### src/hdl/prtf_pkg.sv
package prtf_pkg;

  // Default table depth
  localparam int unsigned MaxRulesDef = 64;

  // Operation codes
  localparam logic [1:0] OP_ADD    = 2'd0;
  localparam logic [1:0] OP_REMOVE = 2'd1;
  localparam logic [1:0] OP_CHECK  = 2'd2;

  // Status codes
  localparam logic [1:0] ST_OK       = 2'd0;
  localparam logic [1:0] ST_FULL     = 2'd1;
  localparam logic [1:0] ST_NOTFOUND = 2'd2;

  typedef struct packed {
    logic [1:0]  operation;
    logic [15:0] port;
    logic        allow;
    logic        stateful;
  } in_item_t;

  typedef struct packed {
    logic [1:0] status;
    logic       verdict;
    logic [6:0] rule_count;
  } out_item_t;

  // One stored rule
  typedef struct packed {
    logic [15:0] port;
    logic        allow;
    logic        stateful;
  } rule_t;

  // Operation token that walks the cell chain
  typedef struct packed {
    logic        vld;
    logic [1:0]  op;
    logic [15:0] port;
    logic        allow;
    logic        stateful;
    logic        found;
    logic        verdict;
  } tok_t;

endpackage

### src/hdl/prtf_cell.sv
module prtf_cell
  import prtf_pkg::*;
#(
  parameter int unsigned IDX   = 0,
  parameter int unsigned CNT_W = 7
) (
  input  logic             clk_i,
  input  logic             rst_ni,
  input  logic [CNT_W-1:0] cnt_i,
  input  tok_t             tok_i,
  output tok_t             tok_o,
  input  rule_t            nxt_rule_i,
  output rule_t            rule_o
);

  localparam logic [CNT_W-1:0] IdxC = CNT_W'(IDX);

  rule_t rule_q, rule_d;
  tok_t  tok_q, tok_d;
  logic  occ, hit_port;

  assign occ      = IdxC < cnt_i;
  assign hit_port = occ && (rule_q.port == tok_i.port);

  // Process the token passing this cell
  always_comb begin
    rule_d = rule_q;
    tok_d  = tok_i;
    if (tok_i.vld) begin
      case (tok_i.op)
        OP_ADD: begin
          // append at the first free slot
          if (IdxC == cnt_i) begin
            rule_d.port     = tok_i.port;
            rule_d.allow    = tok_i.allow;
            rule_d.stateful = tok_i.stateful;
          end
        end
        OP_REMOVE: begin
          // from the first port hit on, pull the next rule up one place
          if (tok_i.found || hit_port) begin
            rule_d      = nxt_rule_i;
            tok_d.found = 1'b1;
          end
        end
        OP_CHECK: begin
          if (!tok_i.found && hit_port && (rule_q.stateful == tok_i.stateful)) begin
            tok_d.found   = 1'b1;
            tok_d.verdict = rule_q.allow;
          end
        end
        default: begin
        end
      endcase
    end
  end

  // Clear the token under reset, else advance it
  always_ff @(posedge clk_i or negedge rst_ni) begin
    if (!rst_ni) begin
      tok_q <= '0;
    end else begin
      tok_q <= tok_d;
    end
  end

  // Advance rule contents
  always_ff @(posedge clk_i) begin
    rule_q <= rule_d;
  end

  assign tok_o  = tok_q;
  assign rule_o = rule_q;

endmodule

### src/hdl/prtf_ctrl.sv
module prtf_ctrl
  import prtf_pkg::*;
#(
  parameter int unsigned MAX_RULES = MaxRulesDef,
  parameter int unsigned CNT_W     = $clog2(MaxRulesDef + 1)
) (
  input  logic             clk_i,
  input  logic             rst_ni,
  input  logic             in_valid_i,
  output logic             in_stall_o,
  input  in_item_t         in_data_i,
  output logic             out_valid_o,
  input  logic             out_stall_i,
  output out_item_t        out_data_o,
  output tok_t             tok_o,
  input  tok_t             tok_i,
  output logic [CNT_W-1:0] cnt_o
);

  localparam logic [CNT_W-1:0] MaxC = CNT_W'(MAX_RULES);
  localparam logic [CNT_W-1:0] OneC = CNT_W'(1);

  logic             busy_q, busy_d;
  logic [CNT_W-1:0] cnt_q, cnt_d;
  logic             out_vld_q, out_vld_d;
  logic             pend_vld_q, pend_vld_d;
  out_item_t        out_q, out_d, pend_q, pend_d, res;
  logic             accept, out_free, full;
  logic [CNT_W+6:0] cnt_ext;

  assign in_stall_o = busy_q || pend_vld_q;
  assign accept     = in_valid_i && !in_stall_o;

  // Launch the accepted item into the first cell
  always_comb begin
    tok_o          = '0;
    tok_o.vld      = accept;
    tok_o.op       = in_data_i.operation;
    tok_o.port     = in_data_i.port;
    tok_o.allow    = in_data_i.allow;
    tok_o.stateful = in_data_i.stateful;
  end

  // Form the result as the token leaves the last cell
  always_comb begin
    full           = (cnt_q == MaxC);
    cnt_d          = cnt_q;
    res.status     = ST_OK;
    res.verdict    = 1'b0;
    case (tok_i.op)
      OP_ADD: begin
        if (full) begin
          res.status = ST_FULL;
        end else begin
          cnt_d = cnt_q + OneC;
        end
      end
      OP_REMOVE: begin
        if (tok_i.found) begin
          cnt_d = cnt_q - OneC;
        end else begin
          res.status = ST_NOTFOUND;
        end
      end
      OP_CHECK: begin
        res.verdict = tok_i.found ? tok_i.verdict : 1'b1;
      end
      default: begin
      end
    endcase
    if (!tok_i.vld) begin
      cnt_d = cnt_q;
    end
    cnt_ext        = {7'd0, cnt_d};
    res.rule_count = cnt_ext[6:0];
  end

  // Steer results into the output register or the pending slot
  always_comb begin
    out_free   = !out_vld_q || !out_stall_i;
    out_vld_d  = out_vld_q;
    out_d      = out_q;
    pend_vld_d = pend_vld_q;
    pend_d     = pend_q;
    busy_d     = busy_q;
    if (accept) begin
      busy_d = 1'b1;
    end
    if (pend_vld_q && out_free) begin
      out_vld_d  = 1'b1;
      out_d      = pend_q;
      pend_vld_d = 1'b0;
    end else if (tok_i.vld) begin
      busy_d = 1'b0;
      if (out_free) begin
        out_vld_d = 1'b1;
        out_d     = res;
      end else begin
        pend_vld_d = 1'b1;
        pend_d     = res;
      end
    end else if (out_free) begin
      out_vld_d = 1'b0;
    end
  end

  always_ff @(posedge clk_i or negedge rst_ni) begin
    if (!rst_ni) begin
      busy_q     <= 1'b0;
      cnt_q      <= '0;
      out_vld_q  <= 1'b0;
      pend_vld_q <= 1'b0;
    end else begin
      busy_q     <= busy_d;
      cnt_q      <= cnt_d;
      out_vld_q  <= out_vld_d;
      pend_vld_q <= pend_vld_d;
    end
  end

  always_ff @(posedge clk_i) begin
    out_q  <= out_d;
    pend_q <= pend_d;
  end

  assign out_valid_o = out_vld_q;
  assign out_data_o  = out_q;
  assign cnt_o       = cnt_q;

endmodule

### src/hdl/port_rule_table_filter_unit.sv
// Channel   Direction  Signals                          Transfer when
// input     in         in_valid_i, in_stall_o, in_data_i   in_valid_i && !in_stall_o
// result    out        out_valid_o, out_stall_i, out_data_o out_valid_o && !out_stall_i
//
// One operation token walks the row of MAX_RULES rule cells, one cell per cycle,
// so its result is registered in the control block as it leaves the last cell;
// one item is in the row at a time, and the next is taken only once it has left.
// Reset empties the table at once through the rule count; no clearing pass.
// A result that meets a stalled output register parks in a pending slot;
// input stalls only while a token is in the row or that slot is full.
module port_rule_table_filter_unit
  import prtf_pkg::*;
#(
  parameter int unsigned MAX_RULES = MaxRulesDef
) (
  input  logic      clk_i,
  input  logic      rst_ni,
  input  logic      in_valid_i,
  output logic      in_stall_o,
  input  in_item_t  in_data_i,
  output logic      out_valid_o,
  input  logic      out_stall_i,
  output out_item_t out_data_o
);

  localparam int unsigned CntW = $clog2(MAX_RULES + 1);

  tok_t             tok_w  [MAX_RULES+1];
  rule_t            rule_w [MAX_RULES];
  logic [CntW-1:0]  cnt;

  prtf_ctrl #(
    .MAX_RULES (MAX_RULES),
    .CNT_W     (CntW)
  ) u_ctrl (
    .clk_i       (clk_i),
    .rst_ni      (rst_ni),
    .in_valid_i  (in_valid_i),
    .in_stall_o  (in_stall_o),
    .in_data_i   (in_data_i),
    .out_valid_o (out_valid_o),
    .out_stall_i (out_stall_i),
    .out_data_o  (out_data_o),
    .tok_o       (tok_w[0]),
    .tok_i       (tok_w[MAX_RULES]),
    .cnt_o       (cnt)
  );

  // Build the row of rule cells
  for (genvar g = 0; g < MAX_RULES; g++) begin : g_cell
    rule_t nxt;
    if (g == MAX_RULES - 1) begin : g_last
      assign nxt = rule_w[g];
    end else begin : g_mid
      assign nxt = rule_w[g+1];
    end
    prtf_cell #(
      .IDX   (g),
      .CNT_W (CntW)
    ) u_cell (
      .clk_i      (clk_i),
      .rst_ni     (rst_ni),
      .cnt_i      (cnt),
      .tok_i      (tok_w[g]),
      .tok_o      (tok_w[g+1]),
      .nxt_rule_i (nxt),
      .rule_o     (rule_w[g])
    );
  end

endmodule

### config.mk
export PLATFORM = sky130hd
export DESIGN_NAME = port_rule_table_filter_unit
export DESIGN_NICKNAME = d
export VERILOG_FILES = /design/src/hdl/prtf_pkg.sv /design/src/hdl/prtf_cell.sv /design/src/hdl/prtf_ctrl.sv /design/src/hdl/port_rule_table_filter_unit.sv
export SDC_FILE = /design/constraint.sdc
export NUM_CORES = 2
export LEC_CHECK = 0
export BUFFER_PORTS_ARGS = -buffer_cell sky130_fd_sc_hd__buf_2
export CAP_MARGIN = 20
export CORE_MARGIN = 1.5
export CORE_UTILIZATION = 46
export DETAILED_ROUTE_END_ITERATION = 10
export HOLD_SLACK_MARGIN = 0.02
export SYNTH_ARGS = -nofsm -noshare
export SYNTH_HDL_FRONTEND = slang
export SYNTH_HIERARCHICAL = 1
export SYNTH_SLANG_ARGS = --single-unit
### constraint.sdc
create_clock -name clk_i -period 5.7 [get_ports clk_i]
set_clock_uncertainty 0.15 [all_clocks]
set_input_delay 0.285 -clock clk_i [delete_from_list [all_inputs] [get_ports clk_i]]
set_output_delay 0.285 -clock clk_i [all_outputs]
set_load 0.01 [all_outputs]
==> Yosys cells after proc, flatten, opt, wreduce, memory -nomap -nowiden <==
Cells that the tools add are included.
W data, S select, Z words.
{ "op_classes": {"reduce_logical": 522, "bitwise": 2, "mux": 531, "n_eq_ne": 449, "magnitude_cmp": 64, "add_sub_neg": 2} }
{ "op_table": {"columns": ["operator", "n"], "rows": [
  ["$mux W18", 126],
  ["$pmux W18 S2", 63],
  ["$eq A16 B16 Y1", 64],
  ["$mux W2", 129],
  ["$ne A2 B1 Y1 const B", 126],
  ["$reduce_and A4 Y1", 63],
  ["$eq A6 B7 Y1 const A", 32],
  ["$lt A6 B7 Y1 const A", 32],
  ["$logic_and A1 B1 Y1", 193],
  ["$mux W1", 141],
  ["$eq A2 B1 Y1 const B", 65],
  ["$eq A2 B2 Y1 const B", 65],
  ["$logic_not A2 Y1", 65],
  ["$reduce_bool A2 Y1", 65],
  ["$pmux W1 S2", 64],
  ["$eq A5 B7 Y1 const A", 16],
  ["$lt A5 B7 Y1 const A", 16],
  ["$logic_not A1 Y1", 66],
  ["$logic_or A1 B1 Y1", 65],
  ["$eq A1 B1 Y1", 64],
  ["$eq A4 B7 Y1 const A", 8],
  ["$lt A4 B7 Y1 const A", 8],
  ["$mux W10", 3],
  ["$eq A3 B7 Y1 const A", 4],
  ["16 further kinds", 27]
]} }
{ "totals": {"ff_bits": 2636, "out_inout_bits": 12, "elab_cells": 2217, "input_bits": 24} }

==> Longest topological paths before layout <==
{ "depth": {"word_depth": 7, "ltp_mapped": 7, "mapped_depth_nobuf": 6} }

==> Worst setup path before layout <==
No wires, ideal clock.
{ "synth_timing": {"path_kind": "register -> register", "from": "register u_ctrl.cnt_q[6], in the netlist u_ctrl/cnt_o[6]", "to": "register g_cell[5].u_cell.rule_q, in the netlist g_cell[5].u_cell/rule_o[0], enable pin", "arrival_time_ns": 4.559, "required_ns": 5.146, "path_slack_ns": 0.587, "setup_time_ns": 0.404, "path_stages_with_launch": 6, "synth_period_minus_slack_ns": 5.113, "n_path_buf": 0, "cell_sequence": "dfrtp_1 > or4_4 > a21oi_2 > or4_4 > or2_4 > a31oi_1"} }
{ "synth_via": {"elab_chain_cells": 5, "elab_cells_between_ends": 7, "classes_between": "order compare: 1; eq/ne: 3; reduce/logical: 3"} }
{ "synth_lines": {"columns": ["element", "line_no", "source"], "rows": [
  ["from (decl)", "prtf_ctrl.sv:24", "logic [CNT_W-1:0] cnt_q, cnt_d;"],
  ["from (signal assigned)", "prtf_ctrl.sv:115", "cnt_q <= cnt_d;"],
  ["$lt A3 B7 Y1", "prtf_cell.sv:22", "assign occ = IdxC < cnt_i;"],
  ["$logic_and A1 B1 Y1", "prtf_cell.sv:23", "assign hit_port = occ && (rule_q.port == tok_i.port);"],
  ["$logic_or A1 B1 Y1", "prtf_cell.sv:41", "if (tok_i.found || hit_port) begin"],
  ["$ne A2 B1 Y1 (no source line)", null, null],
  ["$reduce_and A4 Y1 (no source line) *", null, null],
  ["to (signal assigned)", "prtf_cell.sv:69", "rule_q <= rule_d;"],
  ["to (decl)", "prtf_cell.sv:18", "rule_t rule_q, rule_d;"]
]} }
Every way passes the cells marked *; elsewhere a longest branch is shown, timed or not.
A chain may end at the register's enable or synchronous reset.

==> Worst setup path after layout <==
{ "layout_timing": {"from": "register u_ctrl.cnt_q[1], in the netlist u_ctrl/cnt_o[1]", "to": "register g_cell[32].u_cell.rule_q, in the netlist g_cell[32].u_cell/rule_o[1], enable pin"} }
{ "layout_via": {"elab_chain_cells": 5, "elab_cells_between_ends": 7, "classes_between": "order compare: 1; eq/ne: 3; reduce/logical: 3"} }
{ "layout_lines": {"columns": ["element", "line_no"], "rows": [
  ["$lt A6 B7 Y1", "prtf_cell.sv:22"],
  ["$logic_and A1 B1 Y1", "prtf_cell.sv:23"],
  ["$logic_or A1 B1 Y1", "prtf_cell.sv:41"],
  ["$ne A2 B1 Y1 (no source line)", null],
  ["$reduce_and A4 Y1 (no source line) *", null],
  ["to (signal assigned)", "prtf_cell.sv:69"],
  ["to (decl)", "prtf_cell.sv:18"]
]} }
Marked as above.

==> flow_metrics.tcl <==
set metrics [dict create \
    drive_gt1_share_pct 25.72 \
    multi_input_area_um2 35160 \
    holdPathEnd "g_cell[0].u_cell/rule_o[3]$_DFFE_PP_" \
    top_layer "met4" \
    met3_length_mm 8.127 \
    grt_antenna_before_repair 2 \
    grt_first_pass_wirelength_mm 374.8 \
    r2r_slack_ns 1.93 \
    leakage_nw 45.66 \
    grt_max_degree 150 \
    ios 36 \
    final-hold-violation-count 0 \
    wl_met1_mm 115.2 \
    viasPerCell 5.382 \
    r2r_end "g_cell[32].u_cell/rule_o[1]$_DFFE_PP_" \
    rsz0062_at_grt "no" \
    vias 56780 \
    r2r_start "u_ctrl/cnt_o[1]$_DFF_PN0_" \
    timing.slew.headroom_pct 26.75 \
    finalSetupViolCount 0 \
    max_freq_mhz 265.0 \
    fp-row-count 178 \
    wl_met2_mm 109.6 \
    drcViolationCount 0 \
    cts.clk_slew.worst_paths_ns 0.06 \
    cts_made_buffers 289 \
    drtPass1Iterations 6 \
    clockRootBuffer "clkbuf_16" \
    start_util_pct 46.19 \
    cts_resized 0 \
    grt_pass1_vias 60260 \
    critPathMaxFanout 61 \
    avgSynthCellArea_um2 15.77 \
    gp_congestion 0.8139 \
    crit_required_ns 6.03 \
    drt_wl_total_mm 237.8 \
    outcome "complete, no violations" \
    drt-initial-drc-count 3940 \
    io_buffers 35 \
    reg2reg_depth 7 \
    min-delay-start "in_data_i[3]" \
    setup-tns-final_ns 0 \
    hold_path.class "in2reg" \
    fp.dieH_um 488.7 \
    dp_hpwl_mm 163.0 \
    whs_path_depth 3 \
    drv_cap 0 \
    cts_num_sinks 2636 \
    cp-end-kind "flop" \
    startpoint_type "flop" \
    ant_nets 0 \
    clockBufferDepth 4 \
    vdd_drop_max_uv 216.4 \
    globalRouteTotalUtil_pct 20.12 \
    fin_crit_sh_pct 66.22 \
    core_um2 235000 \
    syn_inst 6881 \
    ys_warn_count 6 \
    p_total_w 0.04115 \
    ff_latch_area_um2 71860 \
    path_class "reg2reg" \
    worst_pin_slew_ns 1.099 \
    drv_slew 0 \
    overflow 0 \
    cts_tree "built" \
    die_width_um 488.7 \
    die_area_um2 238800 \
    clk_latency_ns 0.91 \
    htree_levels 5 \
    wl_per_cell_um 22.54 \
    synth_area_um2 108500 \
    worst_ep_arrival_time_ns 4.11 \
    fillCellCount 19230 \
    nets 7403 \
    power_density_nw_per_um2 335.0 \
    period_needed_ns 3.774 \
    area_growth_pct 13.19 \
]
==> flip-flops by register name, indices dropped and copies added (netlist names) <==
register,flops
u_ctrl/pend_vld_q,1
u_ctrl/out_data_o,10
u_ctrl/pend_q,10
u_ctrl/busy_q,1
u_ctrl/cnt_o,7
g_cell.u_cell/rule_o,1152
u_ctrl/out_valid_o,1
g_cell.u_cell/tok_o,1454
==> what timing repair did <==
| action | 4_1_cts | 5_1_grt |
|---|---|---|
| hold buffers | 45 | 0 |
| hold endpoints to repair | 347 | 0 |
| setup buffers | 0 | 0 |
==> per-stage QoR <==
| stage | hold slack (ns) | instance area [µm²] | setup WS [ns] | util (%) | std cells |
|---|---|---|---|---|---|
| after global routing | 0.1033 | 122800 | 1.739 | 52.28 | 10550 |
| after global placement | 0.2075 | 112700 | 1.976 | 47.97 | 9980 |
| final | 0.1019 | 122800 | 1.926 | 52.28 | 10550 |
| after detailed placement | 0.2095 | 112800 | 1.906 | 47.99 | 9983 |
| after CTS | 0.04195 | 122600 | 1.920 | 52.18 | 10530 |
| after floorplan | -0.1606 | 108500 | 0.5869 | - | 6882 |
==> layout by cell type, fill, tap and decap left out, types with 135 or more instances in the layout <==
cell type,instances
mux2_2,1126
xor2_1,376
nand2_1,139
inv_1,240
xnor2_1,691
clkbuf_16,299
edfxtp_1,1172
ha_1,195
nand4_1,174
dfrtp_1,1457
a21oi_1,135
==> worst max-delay path by stage <==
stage,to,cells past startpoint,startpoint
6_report,g_cell[32].u_cell/rule_o[1]$_DFFE_PP_,7,u_ctrl/cnt_o[1]$_DFF_PN0_
3_5_place_dp,g_cell[26].u_cell/rule_o[4]$_DFFE_PP_,6,u_ctrl/cnt_o[6]$_DFF_PN0_
2_1_floorplan,g_cell[5].u_cell/rule_o[0]$_DFFE_PP_,5,u_ctrl/cnt_o[6]$_DFF_PN0_
4_1_cts,g_cell[26].u_cell/rule_o[2]$_DFFE_PP_,6,u_ctrl/cnt_o[4]$_DFF_PN0_
5_1_grt,g_cell[32].u_cell/rule_o[1]$_DFFE_PP_,7,u_ctrl/cnt_o[1]$_DFF_PN0_
3_3_place_gp,g_cell[26].u_cell/rule_o[4]$_DFFE_PP_,6,u_ctrl/cnt_o[4]$_DFF_PN0_
==> critical path: stages (launching register included) <==
cell	delay [ns]
dfrtp_4	1.08
buf_12	0.28
buf_4	0.24
nor4_1	0.08
nand2_1	0.14
o2111ai_1	0.17
nor3_1	0.36
o31a_1	0.79
==> per-layer routing <==
metal | GRT usage [%] | vias up
met3 | 2.590 | 361
met2 | 31.04 | 1065
met1 | 30.14 | 29570
met4 | 5.018 | 0
li1 | - | 25780
met5 | 0 | -
==> where the power goes <==
group / leakage [nW] / total, W / internal, W / switching [W]
combinational: 13.1 / 0.00164 / 0.000800 / 0.000844
clock: 4.59 / 0.0186 / 0.0112 / 0.00742
sequential: 28.0 / 0.0209 / 0.0204 / 0.000495
==> final cells by class <==
| type | instances | area share, % |
|---|---|---|
| clock inverters | 94 | 0.9677 |
| well taps | 3150 | 3.209 |
| diodes | 2 | 0.004075 |
| inverters | 242 | 0.7395 |
| flip-flops and latches | 2636 | 58.50 |
| multi-input cells | 3846 | 28.62 |
| clock buffers | 411 | 6.669 |
| repair buffers | 169 | 1.291 |
Power figures use the tool's default switching activity.
